===== src/rtl/core/cdhi_pkg.sv =====
// Shared types, codes, constants and tables of the disc controller host interface.
`timescale 1ns / 1ps

package cdhi_pkg;

	localparam int SECTOR_WORDS = 588;
	localparam logic [11:0] DATA_END = 12'h818;
	localparam logic [11:0] OFS_FULL = 12'h00C;
	localparam logic [11:0] OFS_DATA = 12'h018;
	localparam logic [19:0] ADDR_BIAS = 20'd150;
	localparam logic [19:0] ADDR_MAX = 20'd449849;

	// Timer delays in clock cycles.
	localparam logic [21:0] DLY_ACK = 22'd10000;
	localparam logic [21:0] DLY_INIT = 22'd80000;
	localparam logic [21:0] DLY_INIT2 = 22'd100000;
	localparam logic [21:0] DLY_SINGLE = 22'd451584;
	localparam logic [21:0] DLY_DOUBLE = 22'd225792;
	localparam logic [21:0] DLY_READN_SG = 22'd461584;
	localparam logic [21:0] DLY_READN_DB = 22'd235792;
	localparam logic [21:0] DLY_PAUSE_IDLE = 22'd20000;
	localparam logic [21:0] DLY_PAUSE_BUSY = 22'd2267920;
	localparam logic [21:0] DLY_SEEKL = 22'd90000;
	localparam logic [21:0] DLY_GETID = 22'd40000;
	localparam logic [21:0] DLY_TOC = 22'd30000;

	localparam logic [1:0] IRQ_ONE = 2'd1;
	localparam logic [1:0] IRQ_TWO = 2'd2;
	localparam logic [1:0] IRQ_THREE = 2'd3;

	// Input operation codes.
	localparam logic [2:0] OP_PREAD = 3'd0;
	localparam logic [2:0] OP_PWRITE = 3'd1;
	localparam logic [2:0] OP_EVENT = 3'd2;
	localparam logic [2:0] OP_LOAD = 3'd3;
	localparam logic [2:0] OP_DREAD = 3'd4;

	// Port offsets and banks.
	localparam logic [2:0] PORT_INDEX = 3'd0;
	localparam logic [2:0] PORT_ONE = 3'd1;
	localparam logic [2:0] PORT_TWO = 3'd2;
	localparam logic [2:0] PORT_THREE = 3'd3;
	localparam logic [1:0] BANK_ZERO = 2'd0;
	localparam logic [1:0] BANK_ONE = 2'd1;
	localparam logic [1:0] BANK_TWO = 2'd2;

	// Drive commands.
	localparam logic [7:0] CMD_GETSTAT = 8'h01;
	localparam logic [7:0] CMD_SETLOC = 8'h02;
	localparam logic [7:0] CMD_READN = 8'h06;
	localparam logic [7:0] CMD_PAUSE = 8'h09;
	localparam logic [7:0] CMD_INIT = 8'h0A;
	localparam logic [7:0] CMD_DEMUTE = 8'h0C;
	localparam logic [7:0] CMD_SETMODE = 8'h0E;
	localparam logic [7:0] CMD_GETTN = 8'h13;
	localparam logic [7:0] CMD_GETTD = 8'h14;
	localparam logic [7:0] CMD_SEEKL = 8'h15;
	localparam logic [7:0] CMD_TEST = 8'h19;
	localparam logic [7:0] CMD_GETID = 8'h1A;
	localparam logic [7:0] CMD_READTOC = 8'h1E;
	localparam logic [7:0] TEST_DATE = 8'h20;

	typedef enum logic [2:0] {
		K_BYTE   = 3'd0,
		K_WORD   = 3'd1,
		K_SCHED  = 3'd2,
		K_CANCEL = 3'd3,
		K_SECTOR = 3'd4,
		K_INT    = 3'd5
	} kind_t;

	typedef enum logic [3:0] {
		ACT_NONE,
		ACT_LATCH,
		ACT_PREAD,
		ACT_PWRITE,
		ACT_DELIVER,
		ACT_PREP,
		ACT_SECTOR,
		ACT_LOAD,
		ACT_DREAD,
		ACT_LONE
	} act_t;

	typedef enum logic [1:0] {
		PS_STATUS,
		PS_MODE,
		PS_CONST
	} psrc_t;

	typedef enum logic [2:0] {
		PD_NONE,
		PD_MIN,
		PD_SEC,
		PD_FRM,
		PD_MODE
	} pdst_t;

	typedef enum logic [2:0] {
		SO_NONE,
		SO_CLR_SHELL,
		SO_READ,
		SO_STOP,
		SO_MOTOR,
		SO_SEEK,
		SO_MOTOR_READ
	} stop_t;

	typedef enum logic [1:0] {
		ST_IDLE,
		ST_RUN,
		ST_FINISH,
		ST_OUT
	} state_t;

	typedef struct packed {
		act_t        act;
		logic        push;
		psrc_t       psrc;
		logic [7:0]  pconst;
		logic        pop;
		pdst_t       pdst;
		stop_t       st_op;
		logic        mode_init;
		logic        resp_clear;
		logic        sched;
		logic [1:0]  sirq;
		logic [21:0] sdelay;
		logic        cancel;
		logic        err;
		logic        out_adv;
	} dp_cmd_t;

	typedef struct packed {
		logic [2:0] op;
		logic [2:0] port;
		logic [7:0] wbyte;
		logic [1:0] irq;
		logic [1:0] bank;
		logic       prm_empty;
		logic [7:0] prm_head;
		logic       speed;
		logic       play_read;
		logic [1:0] res_cnt;
		logic       err;
		logic       out_last;
	} dp_stat_t;

	function automatic logic [7:0] ident_byte(input logic [2:0] idx);
		logic [7:0] b;
		case (idx)
			3'd0: b = 8'h02;
			3'd1: b = 8'h00;
			3'd2: b = 8'h20;
			3'd3: b = 8'h00;
			3'd4: b = 8'h4D;
			3'd5: b = 8'h41;
			3'd6: b = 8'h52;
			default: b = 8'h49;
		endcase
		return b;
	endfunction

	function automatic logic [7:0] date_byte(input logic [1:0] idx);
		logic [7:0] b;
		case (idx)
			2'd0: b = 8'h96;
			2'd1: b = 8'h09;
			2'd2: b = 8'h12;
			default: b = 8'hC2;
		endcase
		return b;
	endfunction

	function automatic logic [7:0] bcd_fix(input logic [7:0] v);
		logic [7:0] r;
		r = v;
		if (v[3:0] == 4'd10) begin
			r = (v + 8'h10) & 8'hF0;
		end
		return r;
	endfunction

	function automatic logic [7:0] bcd_val(input logic [7:0] b);
		return ({4'd0, b[7:4]} << 3) + ({4'd0, b[7:4]} << 1) + {4'd0, b[3:0]};
	endfunction

endpackage


===== src/rtl/core/cdhi_ctrl.sv =====
// Controller state machine: sequences input operations and drive command steps.
`timescale 1ns / 1ps

module cdhi_ctrl import cdhi_pkg::*; (
	input  logic     clk,
	input  logic     arst_n,
	input  logic     in_valid,
	output logic     in_ready,
	output logic     out_valid,
	input  logic     out_ready,
	input  dp_stat_t stat,
	output dp_cmd_t  cmd
);

	state_t st_q, st_d;
	logic [3:0] step_q, step_d;
	logic done;

	always_ff @(posedge clk or negedge arst_n) begin
		if (!arst_n) begin
			st_q <= ST_IDLE;
			step_q <= 4'd0;
		end else begin
			st_q <= st_d;
			step_q <= step_d;
		end
	end

	always_comb begin
		cmd = '0;
		st_d = st_q;
		step_d = step_q;
		in_ready = 1'b0;
		out_valid = 1'b0;
		done = 1'b1;
		case (st_q)
			ST_IDLE: begin
				in_ready = 1'b1;
				if (in_valid) begin
					cmd.act = ACT_LATCH;
					st_d = ST_RUN;
					step_d = 4'd0;
				end
			end
			ST_RUN: begin
				step_d = step_q + 4'd1;
				case (stat.op)
					OP_PREAD: cmd.act = ACT_PREAD;
					OP_PWRITE: begin
						if (stat.port == PORT_ONE && stat.bank == BANK_ZERO) begin
							case (stat.wbyte)
								CMD_GETSTAT: begin
									cmd.push = 1'b1;
									cmd.psrc = PS_STATUS;
									cmd.st_op = SO_CLR_SHELL;
									cmd.sched = 1'b1;
									cmd.sirq = IRQ_THREE;
									cmd.sdelay = DLY_ACK;
								end
								CMD_SETLOC: begin
									case (step_q)
										4'd0: begin
											cmd.push = 1'b1;
											cmd.psrc = PS_STATUS;
											cmd.pop = 1'b1;
											cmd.pdst = PD_MIN;
											done = 1'b0;
										end
										4'd2: begin
											cmd.pop = 1'b1;
											cmd.pdst = PD_SEC;
											done = 1'b0;
										end
										4'd4: begin
											cmd.pop = 1'b1;
											cmd.pdst = PD_FRM;
											cmd.sched = 1'b1;
											cmd.sirq = IRQ_THREE;
											cmd.sdelay = DLY_ACK;
										end
										// Odd steps let the parameter head refill.
										default: done = 1'b0;
									endcase
								end
								CMD_READN: begin
									cmd.sched = 1'b1;
									if (step_q == 4'd0) begin
										cmd.push = 1'b1;
										cmd.psrc = PS_STATUS;
										cmd.st_op = SO_READ;
										cmd.sirq = IRQ_THREE;
										cmd.sdelay = DLY_ACK;
										done = 1'b0;
									end else begin
										cmd.sirq = IRQ_ONE;
										cmd.sdelay = stat.speed ? DLY_READN_DB : DLY_READN_SG;
									end
								end
								CMD_PAUSE: begin
									case (step_q)
										4'd0: begin
											cmd.cancel = 1'b1;
											cmd.resp_clear = 1'b1;
											done = 1'b0;
										end
										4'd1: begin
											cmd.push = 1'b1;
											cmd.psrc = PS_STATUS;
											cmd.sched = 1'b1;
											cmd.sirq = IRQ_THREE;
											cmd.sdelay = DLY_ACK;
											done = 1'b0;
										end
										4'd2: begin
											cmd.sched = 1'b1;
											cmd.sirq = IRQ_TWO;
											cmd.sdelay = stat.play_read ? DLY_PAUSE_BUSY
												: DLY_PAUSE_IDLE;
											cmd.st_op = SO_STOP;
											done = 1'b0;
										end
										default: begin
											cmd.push = 1'b1;
											cmd.psrc = PS_STATUS;
										end
									endcase
								end
								CMD_INIT: begin
									cmd.push = 1'b1;
									cmd.psrc = PS_MODE;
									cmd.sched = 1'b1;
									if (step_q == 4'd0) begin
										cmd.sirq = IRQ_THREE;
										cmd.sdelay = DLY_INIT;
										cmd.st_op = SO_MOTOR;
										cmd.mode_init = 1'b1;
										done = 1'b0;
									end else begin
										cmd.sirq = IRQ_TWO;
										cmd.sdelay = DLY_INIT2;
									end
								end
								CMD_DEMUTE: begin
									cmd.push = 1'b1;
									cmd.psrc = PS_STATUS;
									cmd.sched = 1'b1;
									cmd.sirq = IRQ_THREE;
									cmd.sdelay = DLY_ACK;
								end
								CMD_SETMODE: begin
									cmd.push = 1'b1;
									cmd.psrc = PS_STATUS;
									cmd.pop = 1'b1;
									cmd.pdst = PD_MODE;
									cmd.sched = 1'b1;
									cmd.sirq = IRQ_THREE;
									cmd.sdelay = DLY_ACK;
								end
								CMD_GETTN, CMD_GETTD: begin
									cmd.push = 1'b1;
									if (step_q == 4'd0) begin
										cmd.psrc = PS_STATUS;
										cmd.pop = (stat.wbyte == CMD_GETTD);
										cmd.pdst = PD_NONE;
										cmd.sched = 1'b1;
										cmd.sirq = IRQ_THREE;
										cmd.sdelay = DLY_ACK;
									end else begin
										cmd.psrc = PS_CONST;
										cmd.pconst = (stat.wbyte == CMD_GETTN) ? 8'h01 : 8'h00;
									end
									done = (step_q == 4'd2);
								end
								CMD_SEEKL: begin
									cmd.push = 1'b1;
									cmd.psrc = PS_STATUS;
									cmd.sched = 1'b1;
									if (step_q == 4'd0) begin
										cmd.sirq = IRQ_THREE;
										cmd.sdelay = DLY_ACK;
										cmd.st_op = SO_SEEK;
										done = 1'b0;
									end else begin
										cmd.sirq = IRQ_TWO;
										cmd.sdelay = DLY_SEEKL;
									end
								end
								CMD_TEST: begin
									if (step_q == 4'd0) begin
										cmd.pop = 1'b1;
										cmd.pdst = PD_NONE;
										if (!stat.prm_empty && stat.prm_head == TEST_DATE) begin
											cmd.push = 1'b1;
											cmd.psrc = PS_CONST;
											cmd.pconst = date_byte(2'd0);
											cmd.sched = 1'b1;
											cmd.sirq = IRQ_THREE;
											cmd.sdelay = DLY_ACK;
											done = 1'b0;
										end else begin
											cmd.err = 1'b1;
										end
									end else begin
										cmd.push = 1'b1;
										cmd.psrc = PS_CONST;
										cmd.pconst = date_byte(step_q[1:0]);
										done = (step_q == 4'd3);
									end
								end
								CMD_GETID: begin
									cmd.push = 1'b1;
									if (step_q == 4'd0) begin
										cmd.psrc = PS_STATUS;
										cmd.sched = 1'b1;
										cmd.sirq = IRQ_THREE;
										cmd.sdelay = DLY_ACK;
									end else begin
										cmd.psrc = PS_CONST;
										cmd.pconst = ident_byte(3'(step_q - 4'd1));
									end
									if (step_q == 4'd8) begin
										cmd.sched = 1'b1;
										cmd.sirq = IRQ_TWO;
										cmd.sdelay = DLY_GETID;
									end
									done = (step_q == 4'd8);
								end
								CMD_READTOC: begin
									case (step_q)
										4'd0: begin
											cmd.push = 1'b1;
											cmd.psrc = PS_STATUS;
											cmd.st_op = SO_MOTOR_READ;
											done = 1'b0;
										end
										4'd1: begin
											cmd.push = 1'b1;
											cmd.psrc = PS_STATUS;
											cmd.sched = 1'b1;
											cmd.sirq = IRQ_THREE;
											cmd.sdelay = DLY_ACK;
											done = 1'b0;
										end
										default: begin
											cmd.sched = 1'b1;
											cmd.sirq = IRQ_TWO;
											cmd.sdelay = DLY_TOC;
										end
									endcase
								end
								default: cmd.err = 1'b1;
							endcase
						end else begin
							cmd.act = ACT_PWRITE;
						end
					end
					OP_EVENT: begin
						case (step_q)
							4'd0: begin
								cmd.act = ACT_DELIVER;
								if (stat.irq == IRQ_ONE) begin
									cmd.push = 1'b1;
									cmd.psrc = PS_STATUS;
									done = 1'b0;
								end
							end
							4'd1: begin
								cmd.act = ACT_PREP;
								done = 1'b0;
							end
							4'd2: begin
								cmd.act = ACT_SECTOR;
								done = 1'b0;
							end
							default: begin
								cmd.sched = 1'b1;
								cmd.sirq = IRQ_ONE;
								cmd.sdelay = stat.speed ? DLY_DOUBLE : DLY_SINGLE;
							end
						endcase
					end
					OP_LOAD: cmd.act = ACT_LOAD;
					OP_DREAD: cmd.act = ACT_DREAD;
					default: cmd.act = ACT_NONE;
				endcase
				if (done) begin
					st_d = ST_FINISH;
				end
			end
			ST_FINISH: begin
				cmd.act = ACT_LONE;
				st_d = (stat.res_cnt != 2'd0 || stat.err) ? ST_OUT : ST_IDLE;
			end
			ST_OUT: begin
				out_valid = 1'b1;
				if (out_ready) begin
					cmd.out_adv = 1'b1;
					if (stat.out_last) begin
						st_d = ST_IDLE;
					end
				end
			end
			default: st_d = ST_IDLE;
		endcase
	end

`ifndef ASSERT_OFF
	a_step_bound: assert property (@(posedge clk) disable iff (!arst_n) step_q <= 4'd9)
		else $error("command step counter ran past the longest command");
	a_out_has_result: assert property (@(posedge clk) disable iff (!arst_n)
		(st_q == ST_OUT) |-> (stat.res_cnt != 2'd0))
		else $error("result phase entered with an empty result buffer");
	a_out_leaves: assert property (@(posedge clk) disable iff (!arst_n)
		(st_q == ST_OUT && out_ready && stat.out_last) |=> (st_q == ST_IDLE))
		else $error("controller did not return to idle after the last result");
`endif

endmodule


===== config.mk =====
export PLATFORM = sky130hd
export DESIGN_NAME = cdhi_ctrl
export DESIGN_NICKNAME = d
export VERILOG_FILES = /design/src/rtl/core/cdhi_pkg.sv /design/src/rtl/core/cdhi_ctrl.sv
export SDC_FILE = /design/constraint.sdc
export NUM_CORES = 1
export LEC_CHECK = 0
export BUFFER_PORTS_ARGS = -buffer_cell sky130_fd_sc_hd__buf_2
export CORE_MARGIN = 2
export CORE_UTILIZATION = 49
export CTS_CLUSTER_SIZE = 8
export DETAILED_ROUTE_END_ITERATION = 7
export GPL_TIMING_DRIVEN = 0
export PLACE_DENSITY = 0.92
export SYNTH_ARGS = -nofsm -noshare
export SYNTH_HDL_FRONTEND = slang
export SYNTH_SLANG_ARGS = --single-unit
export TNS_END_PERCENT = 20

===== constraint.sdc =====
create_clock -name clk -period 3.4 [get_ports clk]
set_input_delay 0.51 -clock clk [delete_from_list [all_inputs] [get_ports clk]]
set_output_delay 0.51 -clock clk [all_outputs]
set_load 0.01 [all_outputs]

# Word-level counts from Yosys, hierarchy flattened
# Index checks and enable logic that the tools add are counted.
# classes
add_sub_neg,2
n_mux,80
reduce_logical,26
n_eq_ne,40
# op_table
op,count
case mux 25 bit (10 select lines),1
2-to-1 mux 25 bit,6
case mux 25 bit (2 select lines),3
2-to-1 mux 47 bit,2
equality test 8 x 5 -> 1 bit (second input constant),6
case mux 8 bit (3 select lines),2
2-to-1 mux 23 bit,2
case mux 7 bit (6 select lines),1
2-to-1 mux 19 bit,2
equality test 8 x 4 -> 1 bit (second input constant),4
2-to-1 mux 24 bit,1
case mux 4 bit (3 select lines),2
2-to-1 mux 11 bit,2
2-to-1 mux 22 bit,1
2-to-1 mux 3 bit,7
case mux 3 bit (7 select lines),1
2-to-1 mux 1 bit,20
2-to-1 mux 2 bit,10
case mux 4 bit (5 select lines),1
case mux 3 bit (6 select lines),1
2-to-1 mux 17 bit,1
2-to-1 mux 4 bit,4
case mux 4 bit (4 select lines),1
equality test 3 x 2 -> 1 bit (second input constant),4
35 further kinds,63
# totals
in_bits,37
ff_bits,6
output_inout_bits,54

# Longest topological paths before layout
# depth
depth_word,10
depth_mapped,10
ltp_nobuf,9

# Worst setup path before layout
# No wires, ideal clock.
# synth_path
kind,reg-to-output
from,register step_q[0]
to,output port cmd[11] (netlist name)
required_ns,2.890
stages_incl_launch_ff,9
path_slack_ns,0.543
t_arrival_ns,2.347
path_buffers,2
cell_sequence,dfrtp_1 inv_1 ha_1 clkbuf_1 or3b_2 nor3_1 nand2_1 a41oi_1 buf_4
# synth_lines
element,line_no,text
from (decl),cdhi_ctrl.sv:16,"logic [3:0] step_q, step_d;"
from (signal assigned),cdhi_ctrl.sv:25,step_q <= step_d;
to (decl),cdhi_ctrl.sv:12,output dp_cmd_t cmd

==> results.yml <==
run_status:
  status: "finished, final reports clean"
logic_synthesis:
  synth_cell_type_count: 72
  synth-edff-count: 0
  synth_top_area_frac: 0.0775
  synth_top_area_cell: "nor2_1"
  synth.avg_cell_area_um2: 6.34
  syn_inst: 336
  ys_ff_latch: 6
  async_reset_ff_frac: 1.00
  ys.flop_type: "dfrtp_1"
  synth_area_um2: 2130
  ys_warn_count: 0
  ys_top_cells_by_area: "nor2_1 7.8%, dfrtp_1 7.0%, a21oi_1 6.8%"
  seq_area_frac_synth: 0.0705
global_route:
  grt_use_total: 0.313
  grt_pass1_wl_mm: 12.7
  grt_pass1_vias: 2640
  grt_overflow: 0
  antenna_found_initial: 0
  grt_max_degree: 11
die:
  start_util: 0.521
  dieWidth_um: 69.9
  die_area_um2: 4890
  row_count: 23
  io_pins: 91
  core_area_um2: 4090
  fp.dieH_um: 69.9
hold_path:
  min_path_type: "input pin to asynchronous set/reset pin"
drt:
  drtIter0Drc: 383
  vias: 3067
  post_drt_wl_per_cell_um: 17.2
  drcViolationCount: 0
  ant_nets: 0
  avgViaCountPerCell: 6.46
  wirelength_mm: 8.16
  dr.pass1.iters: 8
sta:
  timing.fmax_ghz: 0.304
  rsz0062_at_grt: "false"
  clock_skew_ns: 0.00276
  hold_violations: 0
  relSlewSlack: 0.309
  setup_tns_ns: 0
  fin_crit_sh: 0.966
  fin_ws_ns: 0.116
  tightest_slew_ns: 1.03
  min_period_ns: 3.28
  drv_slew: 0
  finalSetupViolCount: 0
  whs_ns: 0.104
placed_design:
  placed_cells: 473
  dpl_cell_area_um2: 2620
  dpl_worst_slack_ns: 0.148
  io_buffers: 82
  dpl.hpwl_mm: 6.31
  gp_congestion: 1.02
layout:
  final_common_cell: "buf_2"
  final_cells: 475
  fin_area_um2: 2670
  final_cell_mix: "95 x buf_2, 43 x nor2_1, 29 x a21oi_1"
  finalNetCount: 470
  antenna_cells: 0
  drive_gt1_frac: 0.301
  utilization: 0.654
  syn_to_final_growth_pct: 25.5
setup_path:
  crit_type: "flop to primary output"
  crit_top_cell: "inv_1"
  cp.arrival_ns: 2.77
  ff2ff_setup_slack_ns: 0.91
  crit_family: "compound AO/OA/AOI/OAI gates"
  cp.required_ns: 2.89
  cp.buffers_inverters: 5
  worstPathMaxFanout: 9
  end_kind: "primary output"
  path_cells: "inv_1, ha_1, clkbuf_2, nor3b_2, nand4_1, o21a_1, o211ai_2, inv_1, a41oi_1, buf_4, buf_2"
  cpPeakStageDelay_ns: 0.47
  cp-start-kind: "flop"
  cp_slowest_cell: "dfrtp_1"
power:
  totalPowerFinal_mw: 1.14
  p_leak_nw: 1.19
  ir_drop_uv: 276
  p_per_area_nw_per_um2: 426
clock_tree:
  clk_latency_ns: 0.24
  cts_buffers: 3
  clock_sinks: 6
  cts_buffer_depth: 2
  cts_tree: "yes"
  cts_root_buf: "clkbuf_8"
  clk_pin_slew_ns: 0.04
  ctsHoldBuffers: 0
  htree_levels: 1
  post_cts.repair.setup_buffers: 0
flow_run:
  cap_violations: 0
==> path summary, 6_finish.rpt <==
path | endpoint | depth (start not counted) | startpoint
min reg2reg | st_q[1] | 2 | st_q[1]
max reg2reg | st_q[0] | 9 | step_q[0]
max in group asynchronous | step_q[0] | 1 | arst_n
min in group clk | st_q[1] | 4 | out_ready
max | cmd[11] | 11 | step_q[0]
min | step_q[2] | 1 | arst_n
==> cell usage after synthesis (all sizes together) (8+ instances only) <==
master,number
o21ai,20
nor3,23
nor2b,9
o22ai,8
clkbuf,10
nand2b,10
a21oi,29
nand2,20
buf,22
nor2,46
nand3,15
inv,11
==> worst register-to-register path, stage by stage (launching register included) <==
cell and delay, ns:
dfrtp_1 0.47, inv_1 0.12, ha_1 0.18, clkbuf_2 0.20
nor3b_2 0.30, buf_2 0.30, o22ai_1 0.15, a21oi_1 0.21
a31oi_1 0.11, mux2_1 0.33
==> final cells by class <==
class,count,area [um2]
multi-input cells,292,1800
plain buffers,31,171
repair buffers,82,410
inverters,11,41.3
flip-flops and latches,6,150
well taps,50,62.6
fillers,385,1410
clock buffers,3,41.3
==> repair_timing <==
action / 4_1_cts / 5_1_grt
endpoints found under the setup margin: 2 / 8
endpoints found under the hold margin: 0 / 0
resized for setup: 1 / 5
gates cloned: 0 / 0
==> flip-flops by register name, indices dropped and copies added, names as in the netlist <==
| signal | count |
|---|---|
| st_q | 2 |
| step_q | 4 |
==> kinds of logic (layout without fill, tap and decap cells) <==
group,count (synthesis),count (layout),share of synthesized area
AO/OA/AOI/OAI,104,104,0.324
XOR/XNOR,4,4,0.0164
adder cells (fa/ha/maj),6,6,0.0352
buffers and inverters,43,127,0.101
flip-flops,6,6,0.0705
multiplexers,2,2,0.00998
other,1,6,0.00176
AND/OR/NAND/NOR,170,170,0.442
==> metal layers <==
metal / up-vias / global-route usage / wire length [um]
li1: 1413 / - / -
met1: 1399 / 0.436 / 3330
met2: 226 / 0.502 / 3710
met3: 29 / 0.0462 / 939
met4: 0 / 0.0855 / 180
met5: - / 0 / 0
==> where the power goes <==
group	switching [mW]	internal, mW	leakage, nW
Clock	0.0424	0.0771	0.0216
Sequential	0.0397	0.107	0.0735
Combinational	0.565	0.307	1.10
Total	0.647	0.491	1.19
Power figures use the tool's default switching activity.
